`src/zero_run_visibility_decoder_macros.svh`:
```
// Assertion macros for the zero-run visibility decoder.
`ifndef ZERO_RUN_VISIBILITY_DECODER_MACROS_SVH
`define ZERO_RUN_VISIBILITY_DECODER_MACROS_SVH

// Same-cycle implication, checked outside reset.
`define ZRVD_ASSERT_NOW(lbl, clk, rstn, ante, cons, msg) \
    lbl: assert property (@(posedge clk) disable iff (!rstn) (ante) |-> (cons)) \
        else $error(msg);

// Next-cycle implication, checked outside reset.
`define ZRVD_ASSERT_NEXT(lbl, clk, rstn, ante, cons, msg) \
    lbl: assert property (@(posedge clk) disable iff (!rstn) (ante) |=> (cons)) \
        else $error(msg);

`endif

```
`src/zrvd_pkg.sv`:
```
// Shared types, constants and helpers for the zero-run visibility decoder.
package zrvd_pkg;

    localparam int DEF_MAX_ROW_BYTES = 8192;
    localparam int ROW_REG_W         = 14;
    localparam int BYTE_W            = 8;
    localparam int WORD_BYTES        = 8;
    localparam int WORD_W            = BYTE_W * WORD_BYTES;
    localparam int FILL_W            = 3;
    localparam int COUNT_W           = 4;
    localparam int ADDR_W            = 3;
    localparam int APB_DATA_W        = 32;
    localparam int TDATA_OUT_W       = 72;

    localparam logic [ROW_REG_W-1:0] ROW_RESET = ROW_REG_W'(8192);

    // register index, taken from paddr[2]
    localparam logic REG_ROW_BYTES = 1'b0;

    typedef enum logic
    {
        ST_IDLE,
        ST_RUN
    } seq_state_t;

    // one byte handed to the packer
    typedef struct packed
    {
        logic              valid;
        logic [BYTE_W-1:0] data;
        logic              ovr;
    } place_req_t;

    // width of row length and byte counter
    function automatic int row_w(input int max_bytes);
        int cw;
        cw = $clog2(max_bytes + 1);
        return (cw > ROW_REG_W) ? cw : ROW_REG_W;
    endfunction

endpackage

```
`src/zrvd_packer.sv`:
```
// Byte packer: places one byte per step into a 64-bit word, holds the output register.
module zrvd_packer #(
    parameter int MAX_ROW_BYTES = zrvd_pkg::DEF_MAX_ROW_BYTES
) (
    input  logic                                          clk,
    input  logic                                          rst_n,
    input  zrvd_pkg::place_req_t                          req,
    input  logic [zrvd_pkg::row_w(MAX_ROW_BYTES)-1:0]     row_eff,
    output logic [zrvd_pkg::row_w(MAX_ROW_BYTES)-1:0]     bytes_written,
    output logic                                          slot_free,
    output logic                                          out_valid,
    input  logic                                          out_ready,
    output logic [zrvd_pkg::WORD_W-1:0]                   out_word,
    output logic [zrvd_pkg::COUNT_W-1:0]                  out_count,
    output logic                                          out_last,
    output logic                                          out_ovr
);
    import zrvd_pkg::*;

    localparam int RW = row_w(MAX_ROW_BYTES);

    logic [WORD_W-1:0]  buf_reg, buf_next;
    logic [FILL_W-1:0]  fill_reg, fill_next;
    logic [RW-1:0]      bw_reg, bw_next;
    logic               valid_reg, valid_next;
    logic [WORD_W-1:0]  word_reg, word_next;
    logic [COUNT_W-1:0] count_reg, count_next;
    logic               last_reg, last_next;
    logic               ovr_reg, ovr_next;

    logic [WORD_W-1:0]  word_ins;
    logic [COUNT_W-1:0] fill_inc;
    logic [RW:0]        bw_inc;
    logic               row_end;

    assign slot_free = !valid_reg || out_ready;

    always_comb
    begin
        for (int i = 0; i < WORD_BYTES; i++)
        begin
            word_ins[i*BYTE_W +: BYTE_W] = (FILL_W'(i) == fill_reg) ? req.data
                                                                  : buf_reg[i*BYTE_W +: BYTE_W];
        end
        fill_inc = {1'b0, fill_reg} + COUNT_W'(1);
        bw_inc   = {1'b0, bw_reg} + (RW+1)'(1);
        row_end  = bw_inc >= {1'b0, row_eff};

        buf_next   = buf_reg;
        fill_next  = fill_reg;
        bw_next    = bw_reg;
        valid_next = valid_reg && !out_ready;
        word_next  = word_reg;
        count_next = count_reg;
        last_next  = last_reg;
        ovr_next   = ovr_reg;

        if (req.valid)
        begin
            if (row_end)
            begin
                valid_next = 1'b1;
                word_next  = word_ins;
                count_next = fill_inc;
                last_next  = 1'b1;
                ovr_next   = req.ovr;
                buf_next   = '0;
                fill_next  = '0;
                bw_next    = '0;
            end
            else if (fill_inc == COUNT_W'(WORD_BYTES))
            begin
                valid_next = 1'b1;
                word_next  = word_ins;
                count_next = fill_inc;
                last_next  = 1'b0;
                ovr_next   = 1'b0;
                buf_next   = '0;
                fill_next  = '0;
                bw_next    = bw_inc[RW-1:0];
            end
            else
            begin
                buf_next  = word_ins;
                fill_next = fill_inc[FILL_W-1:0];
                bw_next   = bw_inc[RW-1:0];
            end
        end
    end

    always_ff @(posedge clk or negedge rst_n)
    begin
        if (!rst_n)
        begin
            buf_reg   <= '0;
            fill_reg  <= '0;
            bw_reg    <= '0;
            valid_reg <= 1'b0;
        end
        else
        begin
            buf_reg   <= buf_next;
            fill_reg  <= fill_next;
            bw_reg    <= bw_next;
            valid_reg <= valid_next;
        end
    end

    always_ff @(posedge clk)
    begin
        word_reg  <= word_next;
        count_reg <= count_next;
        last_reg  <= last_next;
        ovr_reg   <= ovr_next;
    end

    assign bytes_written = bw_reg;
    assign out_valid     = valid_reg;
    assign out_word      = word_reg;
    assign out_count     = count_reg;
    assign out_last      = last_reg;
    assign out_ovr       = ovr_reg;

endmodule

```
`src/zrvd_seq.sv`:
```
// Sequencer: decodes markers and counts, steps the packer through zero runs.
module zrvd_seq #(
    parameter int MAX_ROW_BYTES = zrvd_pkg::DEF_MAX_ROW_BYTES
) (
    input  logic                                      clk,
    input  logic                                      rst_n,
    input  logic                                      in_valid,
    output logic                                      in_ready,
    input  logic [zrvd_pkg::BYTE_W-1:0]               in_byte,
    input  logic [zrvd_pkg::row_w(MAX_ROW_BYTES)-1:0] row_eff,
    input  logic [zrvd_pkg::row_w(MAX_ROW_BYTES)-1:0] bytes_written,
    input  logic                                      slot_free,
    output zrvd_pkg::place_req_t                      req,
    output logic                                      busy
);
    import zrvd_pkg::*;

    localparam int RW = row_w(MAX_ROW_BYTES);

    seq_state_t        state_reg, state_next;
    logic              await_reg, await_next;
    logic [BYTE_W-1:0] cnt_reg, cnt_next;
    logic              ovr_reg, ovr_next;

    logic [RW-1:0]     remaining;
    logic              clip;
    logic [BYTE_W-1:0] run_len;
    logic              accept;

    always_comb
    begin
        remaining = (bytes_written < row_eff) ? (row_eff - bytes_written) : RW'(1);
        clip      = RW'(in_byte) > remaining;
        run_len   = clip ? remaining[BYTE_W-1:0] : in_byte;
        accept    = in_valid && in_ready;

        state_next = state_reg;
        await_next = await_reg;
        cnt_next   = cnt_reg;
        ovr_next   = ovr_reg;
        in_ready   = 1'b0;
        req        = '{valid: 1'b0, data: '0, ovr: 1'b0};

        case (state_reg)
            ST_IDLE:
            begin
                in_ready = slot_free;
                if (accept)
                begin
                    if (await_reg)
                    begin
                        await_next = 1'b0;
                        if (run_len != '0)
                        begin
                            cnt_next   = run_len;
                            ovr_next   = clip;
                            state_next = ST_RUN;
                        end
                    end
                    else if (in_byte != '0)
                    begin
                        req.valid = 1'b1;
                        req.data  = in_byte;
                    end
                    else
                    begin
                        await_next = 1'b1;
                    end
                end
            end
            ST_RUN:
            begin
                if (slot_free)
                begin
                    req.valid = 1'b1;
                    req.ovr   = (cnt_reg == BYTE_W'(1)) && ovr_reg;
                    cnt_next  = cnt_reg - BYTE_W'(1);
                    if (cnt_reg == BYTE_W'(1))
                    begin
                        state_next = ST_IDLE;
                    end
                end
            end
            default:
            begin
                state_next = ST_IDLE;
            end
        endcase
    end

    always_ff @(posedge clk or negedge rst_n)
    begin
        if (!rst_n)
        begin
            state_reg <= ST_IDLE;
            await_reg <= 1'b0;
            cnt_reg   <= '0;
            ovr_reg   <= 1'b0;
        end
        else
        begin
            state_reg <= state_next;
            await_reg <= await_next;
            cnt_reg   <= cnt_next;
            ovr_reg   <= ovr_next;
        end
    end

    assign busy = (state_reg == ST_RUN);

endmodule

```
`src/zero_run_visibility_decoder.sv`:
```
// Zero-run visibility decoder top level: config register, sequencer and packer.
// A literal that completes a word shows it on m_* in the cycle after acceptance.
// A count of n zeros places n zero bytes, clipped at the row end, and input waits until
// they are placed (the shared packer places one byte per cycle while its output slot is free).
// Output stalls hold the packer and s_tready low until the output register frees.
// Reset (rst_n, async, active low): empty word, row counter zero, row_bytes 8192.
`include "zero_run_visibility_decoder_macros.svh"
module zero_run_visibility_decoder #(
    parameter int MAX_ROW_BYTES = zrvd_pkg::DEF_MAX_ROW_BYTES
) (
    input  logic                                clk,
    input  logic                                rst_n,
    // input item stream
    input  logic                                s_tvalid,
    output logic                                s_tready,
    input  logic [zrvd_pkg::BYTE_W-1:0]         s_tdata,   // [7:0] in_byte
    // result item stream
    output logic                                m_tvalid,
    input  logic                                m_tready,
    output logic [zrvd_pkg::TDATA_OUT_W-1:0]    m_tdata,   // [63:0] out_word, [67:64] byte_count
    output logic                                m_tlast,   // row_done
    output logic                                m_tuser,   // [0] overrun
    // configuration port
    input  logic                                psel,
    input  logic                                penable,
    input  logic                                pwrite,
    input  logic [zrvd_pkg::ADDR_W-1:0]         paddr,
    input  logic [zrvd_pkg::APB_DATA_W-1:0]     pwdata,
    output logic [zrvd_pkg::APB_DATA_W-1:0]     prdata,
    output logic                                pready
);
    import zrvd_pkg::*;

    localparam int RW = row_w(MAX_ROW_BYTES);

    // ---------------------------------------------------------------
    // Configuration: single row-length register at byte address 0.
    // ---------------------------------------------------------------
    logic [ROW_REG_W-1:0] row_bytes_reg, row_bytes_next;
    logic                 cfg_wr;

    assign pready = 1'b1;
    assign cfg_wr = psel && penable && pwrite && pready && (paddr[2] == REG_ROW_BYTES);

    always_comb
    begin
        row_bytes_next = row_bytes_reg;
        if (cfg_wr)
        begin
            row_bytes_next = pwdata[ROW_REG_W-1:0];
        end
    end

    always_ff @(posedge clk or negedge rst_n)
    begin
        if (!rst_n)
        begin
            row_bytes_reg <= ROW_RESET;
        end
        else
        begin
            row_bytes_reg <= row_bytes_next;
        end
    end

    assign prdata = (paddr[2] == REG_ROW_BYTES) ?
                    APB_DATA_W'(row_bytes_reg) : '0;

    // ---------------------------------------------------------------
    // Effective row length: zero reads as one, saturate at the maximum.
    // ---------------------------------------------------------------
    logic [RW-1:0] row_ext;
    logic [RW-1:0] row_eff;

    assign row_ext = RW'(row_bytes_reg);

    always_comb
    begin
        if (row_ext == '0)
        begin
            row_eff = RW'(1);
        end
        else if (row_ext > RW'(MAX_ROW_BYTES))
        begin
            row_eff = RW'(MAX_ROW_BYTES);
        end
        else
        begin
            row_eff = row_ext;
        end
    end

    // ---------------------------------------------------------------
    // Sequencer and shared byte packer.
    // ---------------------------------------------------------------
    place_req_t         req;
    logic [RW-1:0]      bytes_written;
    logic               slot_free;
    logic               busy;
    logic [WORD_W-1:0]  out_word;
    logic [COUNT_W-1:0] byte_count;

    zrvd_seq #(
        .MAX_ROW_BYTES (MAX_ROW_BYTES)
    ) u_seq (
        .clk           (clk),
        .rst_n         (rst_n),
        .in_valid      (s_tvalid),
        .in_ready      (s_tready),
        .in_byte       (s_tdata),
        .row_eff       (row_eff),
        .bytes_written (bytes_written),
        .slot_free     (slot_free),
        .req           (req),
        .busy          (busy)
    );

    zrvd_packer #(
        .MAX_ROW_BYTES (MAX_ROW_BYTES)
    ) u_packer (
        .clk           (clk),
        .rst_n         (rst_n),
        .req           (req),
        .row_eff       (row_eff),
        .bytes_written (bytes_written),
        .slot_free     (slot_free),
        .out_valid     (m_tvalid),
        .out_ready     (m_tready),
        .out_word      (out_word),
        .out_count     (byte_count),
        .out_last      (m_tlast),
        .out_ovr       (m_tuser)
    );

    assign m_tdata = {(TDATA_OUT_W - WORD_W - COUNT_W)'(0), byte_count, out_word};

    // ---------------------------------------------------------------
    // Checks
    // ---------------------------------------------------------------
    `ZRVD_ASSERT_NOW(a_no_input_in_run, clk, rst_n, busy, !s_tready, "input taken during a zero run")
    `ZRVD_ASSERT_NOW(a_count_range, clk, rst_n, m_tvalid, (byte_count != '0) && (byte_count <= COUNT_W'(WORD_BYTES)), "byte count out of range")
    `ZRVD_ASSERT_NOW(a_full_mid_row, clk, rst_n, m_tvalid && !m_tlast, byte_count == COUNT_W'(WORD_BYTES), "partial word before row end")
    `ZRVD_ASSERT_NOW(a_ovr_at_end, clk, rst_n, m_tvalid && m_tuser, m_tlast, "overrun flag off the last word")

endmodule

```
`config.mk`:
```
export PLATFORM = sky130hd
export DESIGN_NAME = zero_run_visibility_decoder
export DESIGN_NICKNAME = d
export VERILOG_FILES = /design/src/zrvd_pkg.sv /design/src/zrvd_packer.sv /design/src/zrvd_seq.sv /design/src/zero_run_visibility_decoder.sv
export VERILOG_INCLUDE_DIRS = /design/src /design/src/src
export SDC_FILE = /design/constraint.sdc
export NUM_CORES = 1
export LEC_CHECK = 0
export ABC_AREA = 1
export BUFFER_PORTS_ARGS = -buffer_cell sky130_fd_sc_hd__buf_2
export CAP_MARGIN = 25
export CORE_ASPECT_RATIO = 0.8
export CORE_UTILIZATION = 52
export DETAILED_ROUTE_END_ITERATION = 10
export GPL_TIMING_DRIVEN = 0
export PLACE_DENSITY = 0.77
export RECOVER_POWER = 25
export SLEW_MARGIN = 10
export SYNTH_ARGS = -nofsm -noshare
export SYNTH_HDL_FRONTEND = slang
export SYNTH_SLANG_ARGS = --single-unit
```
`constraint.sdc`:
```
create_clock -name clk -period 4.6 [get_ports clk]
set_clock_uncertainty 0.15 [all_clocks]
set_input_delay 1.15 -clock clk [delete_from_list [all_inputs] [get_ports clk]]
set_output_delay 1.15 -clock clk [all_outputs]
set_load 0.03 [all_outputs]
```
==> results.toml, run 1 <==
[status]
status = "complete, but fails checks"
failed_checks = "max-capacitance violations, max-slew violations, negative setup slack"

[global_route]
grt_pass1_vias = 8153
grt-ovfl-total = 0
grt_pass1_wl_um = 41700
antenna_found_initial = 0
grt_max_degree = 88
grt_use_total_pct = 27.7

[setup_path]
slowest_delay_ns = 0.38
rr_worst_depth = 35
worstPathRequired_ns = 4.79
r2r_slack_ns = -0.04
crit_path_end_kind = "register"
path_common_cell = "nand2_2"
critPathMaxFanout = 8
rr_startpoint = "row_bytes_reg[3]$_DFFE_PN0P_"
crit_path_top_delay_cell = "dfrtp_1"
reg2reg_to = "u_seq.cnt_reg[6]$_DFFE_PN0P_"
cp-start-kind = "register"
worst-setup-path-type = "reg2reg"
crit_arrival_ns = 4.83

[worst_hold_path]
hold_path_depth = 2
hold_class = "reg2reg"
hold_start = "u_packer.buf_reg[30]$_DFFE_PN0P_"
holdPathEnd = "u_packer.buf_reg[30]$_DFFE_PN0P_"

[sta]
setup_ws_ns = -0.0428
rsz0062_at_grt = "true"
maxSlewViolCount = 88
fmax_mhz = 215
tightest_slew_ns = 2.22
finalSetupViolations = 8
max_slew_margin_pct = -47.7
fin_crit_ns = 4.64
hold_violations = 0
fin_crit_sh_pct = 101

[pwr]
leakagePower_nw = 5.60
pwr-share-comb_pct = 59.2
p_clk_share_pct = 14.7
intPower_mw = 4.93
powerDensity_nw_per_um2 = 796
ir_worst_vdd_uv = 558
sw_frac_of_total_pct = 49.7
p_sw_mw = 4.88
pwr-share-seq_pct = 26.1

[cts]
clock_sink_count = 177
cts_buffers = 17
clk_pin_slew_ns = 0.08
h-tree-depth = 4
root_buffer = "clkbuf_16"
cts_buffer_depth = 2
cts_hold_buf = 0
clock_latency_ns = 0.45
cts_tree = "yes"

[placed_design]
dp_hpwl_um = 18100
io_buffers = 115
gp_congestion = 0.908
place_ws_ns = -0.666
place_inst = 1580

[logic_synthesis]
yosys_warnings = 0
netlist_area_um2 = 9790
yosysTopAreaCellShare_pct = 27.1
ys_seq_area_share_pct = 48.8
syn_area_per_cell_um2 = 8.23
ys_types = 40
ys_ff_latch = 177
syn_inst = 1189
synth_top_cell_by_area = "dfrtp_1"
ys_top_cells_by_area = "dfrtp_1 (27%), edfxtp_1 (21%), nand2_1 (11%)"

[floorplanning]
die_y_um = 125
die_x_um = 155
core_area_um2 = 18300
die_area_um2 = 19400
num_rows = 44
io_pins = 159
initial_core_util_pct = 53.5

[layout]
fin_cells = 1648
final_nets = 1479
layout-drive-gt1-share_pct = 25.1
antenna_cells = 0
post-route-util_pct = 67.4
areaGrowthSynthToFinish_pct = 25.9

[routing]
ant_nets = 0
wl_um = 27900
drtIter0Drc = 1257
drt_first_pass_iters = 6
drc_errors = 0
post_drt_via_cell_ratio = 5.67
dr_total_vias = 9339
wl_per_cell_um = 16.9

[job]
cap_violations = 1
==> what timing repair did <==
| item | in CTS | in global routing |
|---|---|---|
| pin swaps | 8 | 46 |
| gates resized for setup | 52 | 98 |
| setup endpoints to repair | 80 | 120 |
| hold endpoints to repair | 0 | 0 |
| cloned | 4 | 1 |
| buffers inserted | 14 | 18 |
==> stage by stage <==
stage	instance area [µm²]	setup TNS [ns]	total power, mW	hold slack [ns]
after floorplan	9870	0	5.85	0.305
after global placement	10800	-68.45	6.96	0.317
after detailed placement	10800	-38.23	7.09	0.324
after CTS	11800	0	8.91	0.340
after global routing	12300	-4.47	10.4	0.380
final	12300	-0.190	9.81	0.363
==> final cells by class <==
class	instances	area, µm²
timing repair inverter	2	16.3
fill	1419	5960
clock buffer	17	425
clock inverter	15	160
tap	253	317
sequential	177	4780
inverter	126	492
timing repair buffer	151	923
buffer	69	384
multi-input combinational	838	4820
==> synth_stat cells <==
cell type  instances
buf_4             23
nand4_1           14
inv_1            122
conb_1             2
nor2_1            78
o22ai_1            1
o21ai_2            2
nor2_2             2
nand2_4            1
nand2_2           10
dfstp_2            1
clkinv_1           1
or2_2              4
clkbuf_1          37
inv_4              1
fa_1               1
buf_6              1
a21oi_1           32
xor2_1            13
nand3b_1           1
buf_2              4
nand3_2           12
a211o_1            1
a21oi_2            1
edfxtp_1          70
nand2_1          296
nand3_1          117
o21ai_0          157
nor4_1             2
inv_2              2
a31oi_1            3
and2_4             1
dfrtp_1          106
and2_1             2
o21ai_1            4
a221oi_1           1
ha_1              46
buf_1              5
o211ai_1           3
nor3_1             9
==> metal layers <==
layer	routed length (µm)	vias to the layer above	track usage [%]
li1	-	4295	-
met1	11500	4384	40.8
met2	12500	585	41.2
met3	3220	75	5.81
met4	647	0	7.55
met5	0	-	0
==> power by group through the flow <==
stage / logic (mW) / clock network [mW] / registers [mW]
2_1_floorplan: 2.94 / 0 / 2.91
3_3_place_gp: 4.39 / 0 / 2.58
3_5_place_dp: 4.51 / 0 / 2.58
4_1_cts: 4.92 / 1.44 / 2.55
5_1_grt: 6.28 / 1.51 / 2.61
6_report: 5.81 / 1.44 / 2.56
==> cell families (layout without fill, tap and decap cells) <==
| group | Yosys count | count (layout) | share of synthesized area [%] |
|---|---|---|---|
| simple gates | 549 | 550 | 24.5 |
| compound gates | 205 | 205 | 10.8 |
| buf+inv | 196 | 380 | 8.55 |
| flops | 177 | 177 | 48.8 |
| fa+ha+maj | 47 | 47 | 6.09 |
| xor+xnor | 13 | 13 | 1.16 |
| other cells | 2 | 23 | 0.0767 |
==> how the worst max path moves through the flow <==
stage	depth (start not counted)	to	slack [ns]	from
after floorplan	36	u_seq.busy$_DFF_PN0_	0.30	row_bytes_reg[4]$_DFFE_PN0P_
after CTS	36	u_seq.busy$_DFF_PN0_	0.02	row_bytes_reg[3]$_DFFE_PN0P_
after global routing	33	u_seq.cnt_reg[1]$_DFFE_PN0P_	-0.32	row_bytes_reg[7]$_DFFE_PN0P_
final	35	u_seq.cnt_reg[6]$_DFFE_PN0P_	-0.04	row_bytes_reg[3]$_DFFE_PN0P_
after global placement	24	u_packer.out_word[14]$_DFFE_PP_	-0.89	row_bytes_reg[5]$_DFFE_PN0P_
after detailed placement	36	u_seq.busy$_DFF_PN0_	-0.67	row_bytes_reg[4]$_DFFE_PN0P_
==> cell usage in the layout (no fill, tap or decap), drive strengths merged <==
master,n
nand3b,1
a221oi,1
xor2,13
ha,46
dfstp,1
or2,4
dfrtp,106
nor2,80
a211o,1
a31oi,3
clkbuf,55
nand4,14
inv,133
fa,1
a21oi,33
o211ai,3
clkinvlp,5
and2,3
o21ai,163
edfxtp,70
nor4,2
nand3,130
o22ai,1
buf,182
nand2,307
conb,23
nor3,9
clkinv,5
==> critical path, delay by kind of cell (launching register included) <==
kind,cells,cell delay (ns)
AO/OA/AOI/OAI,3,0.42
adder cells (fa/ha/maj),2,0.59
buffers and inverters,5,0.50
flip-flops,1,0.38
AND/OR/NAND/NOR,25,2.48
(Power assumes the default switching activity.)
==> run 2, diff against run 1 <==
- SKIP_LAST_GASP: default -> 1
==> results.toml, run 2 (synthesized netlist as in run 1, its figures left out) <==
[setup_path]
critPathMaxFanout = 8
rr_startpoint = "row_bytes_reg[4]$_DFFE_PN0P_"
rr_worst_depth = 35
path_common_cell = "nand2_2"
worst-setup-path-type = "reg2reg"
worstPathRequired_ns = 4.79
crit_path_end_kind = "register"
cp-start-kind = "register"
crit_path_top_delay_cell = "dfrtp_1"
path_buf_inv = 5
reg2reg_to = "u_seq.cnt_reg[6]$_DFFE_PN0P_"
r2r_slack_ns = -0.06
crit_arrival_ns = 4.85
path_delay_family = "simple AND/OR/NAND/NOR gates"
slowest_delay_ns = 0.37

[pwr]
p_total_mw = 9.79
leakagePower_nw = 5.60
ir_worst_vdd_uv = 557
powerDensity_nw_per_um2 = 795

[worst_hold_path]
hold_start = "u_seq.ovr_reg$_DFFE_PN0P_"
hold_path_depth = 2
hold_class = "reg2reg"
holdPathEnd = "u_seq.ovr_reg$_DFFE_PN0P_"

[job]
cap_violations = 1

[placed_design]
placed_area_um2 = 10800
io_buffers = 115
dp_hpwl_um = 18100
gp_congestion = 0.908

[sta]
fmax_mhz = 214
fin_setup_tns_ns = -0.378
fin_crit_ns = 4.66
fin_crit_sh_pct = 101
hold_violations = 0
setup_ws_ns = -0.0628
finalSetupViolations = 9
tightest_slew_ns = 2.23
max_slew_margin_pct = -48.7
rsz0062_at_grt = "true"
maxSlewViolCount = 88

[layout]
multiInputGateArea_um2 = 4810
final_nets = 1479
fillCellCount = 1420
regArea_um2 = 4780
post-route-util_pct = 67.4
areaGrowthSynthToFinish_pct = 25.8
layout-drive-gt1-share_pct = 25.0
final_common_cell = "nand2_1"
final_cell_area_um2 = 12300
antenna_cells = 0
final_cell_mix = "nand2_1 (258), o21ai_0 (154), buf_2 (118)"

[routing]
wl_per_cell_um = 16.8
drt_first_pass_iters = 6
drc_errors = 0
dr_total_vias = 9266
post_drt_via_cell_ratio = 5.62
drtIter0Drc = 1267
ant_nets = 0
wl_um = 27700

[global_route]
grt_use_total_pct = 27.7
grt_max_degree = 88
grt-ovfl-total = 0
grt_pass1_vias = 8153
antenna_found_initial = 0
grt_pass1_wl_um = 41700

[cts]
h-tree-depth = 4
cts_buffers = 17
root_buffer = "clkbuf_16"
cts_tree = "yes"
clock_latency_ns = 0.45
clk_pin_slew_ns = 0.08
cts_buffer_depth = 2
clock_sink_count = 177
cts_hold_buf = 0

[floorplanning]
core_area_um2 = 18300
die_x_um = 155
initial_core_util_pct = 53.5
die_y_um = 125
num_rows = 44
die_area_um2 = 19400
io_pins = 159

[status]
status = "complete, but fails checks"
failed_checks = "max-capacitance violations, max-slew violations, negative setup slack"
run 2: how the worst max path moves through the flow:
stage	slack, ns	startpoint	depth (start not counted)	to
2_1_floorplan	0.30	row_bytes_reg[4]$_DFFE_PN0P_	36	u_seq.busy$_DFF_PN0_
3_3_place_gp	-0.89	row_bytes_reg[5]$_DFFE_PN0P_	24	u_packer.out_word[14]$_DFFE_PP_
3_5_place_dp	-0.67	row_bytes_reg[4]$_DFFE_PN0P_	36	u_seq.busy$_DFF_PN0_
4_1_cts	0.02	row_bytes_reg[3]$_DFFE_PN0P_	36	u_seq.busy$_DFF_PN0_
5_1_grt	-0.31	row_bytes_reg[7]$_DFFE_PN0P_	33	u_seq.cnt_reg[1]$_DFFE_PN0P_
6_report	-0.06	row_bytes_reg[4]$_DFFE_PN0P_	35	u_seq.cnt_reg[6]$_DFFE_PN0P_
run 2: area by class of cell:
cell class | count | share of cell area, %
inverter | 126 | 3.99
tap | 253 | 2.57
buffer | 69 | 3.12
timing repair inverter | 2 | 0.132
timing repair buffer | 151 | 7.50
clock buffer | 17 | 3.46
sequential | 177 | 38.8
clock inverter | 15 | 1.30
multi-input combinational | 838 | 39.1
run 2: through the flow:
stage / hold WS [ns] / setup WS (ns) / instances
after CTS: 0.340 / 0.0228 / 1629
final: 0.340 / -0.0628 / 1648
after global routing: 0.364 / -0.308 / 1648
after global placement: 0.317 / -0.890 / 1578
after detailed placement: 0.324 / -0.666 / 1580
after floorplan: 0.305 / 0.301 / 1210
run 2: power breakdown:
group	leakage, nW	switching (mW)	total, mW	internal, mW
Clock	0.277	0.715	1.44	0.726
Sequential	2.05	0.271	2.56	2.29
Combinational	3.27	3.87	5.78	1.91
Total	5.60	4.86	9.79	4.93
run 2: per-layer routing:
layer	wire [µm]	global-route usage (%)	share of wire, %	up-vias
li1	-	-	-	4293
met3	3340	5.81	12	67
met4	616	7.55	2.2	0
met5	0	0	0	-
met2	12400	41.2	45	580
met1	11300	40.8	41	4326
run 2: what timing repair did:
item                       CTS  global route
setup endpoints to repair   80           120
resized for setup           52            96
gates cloned                 4             1
pin swaps                    8            46
buffers inserted            14            18
run 2: worst min-delay path: cells and delay by family (launching register included):
kind	cells	cell delay, ns
DFF	1	0.35
and+or+nand+nor	1	0.06
AOI/OAI and AO/OA	1	0.05
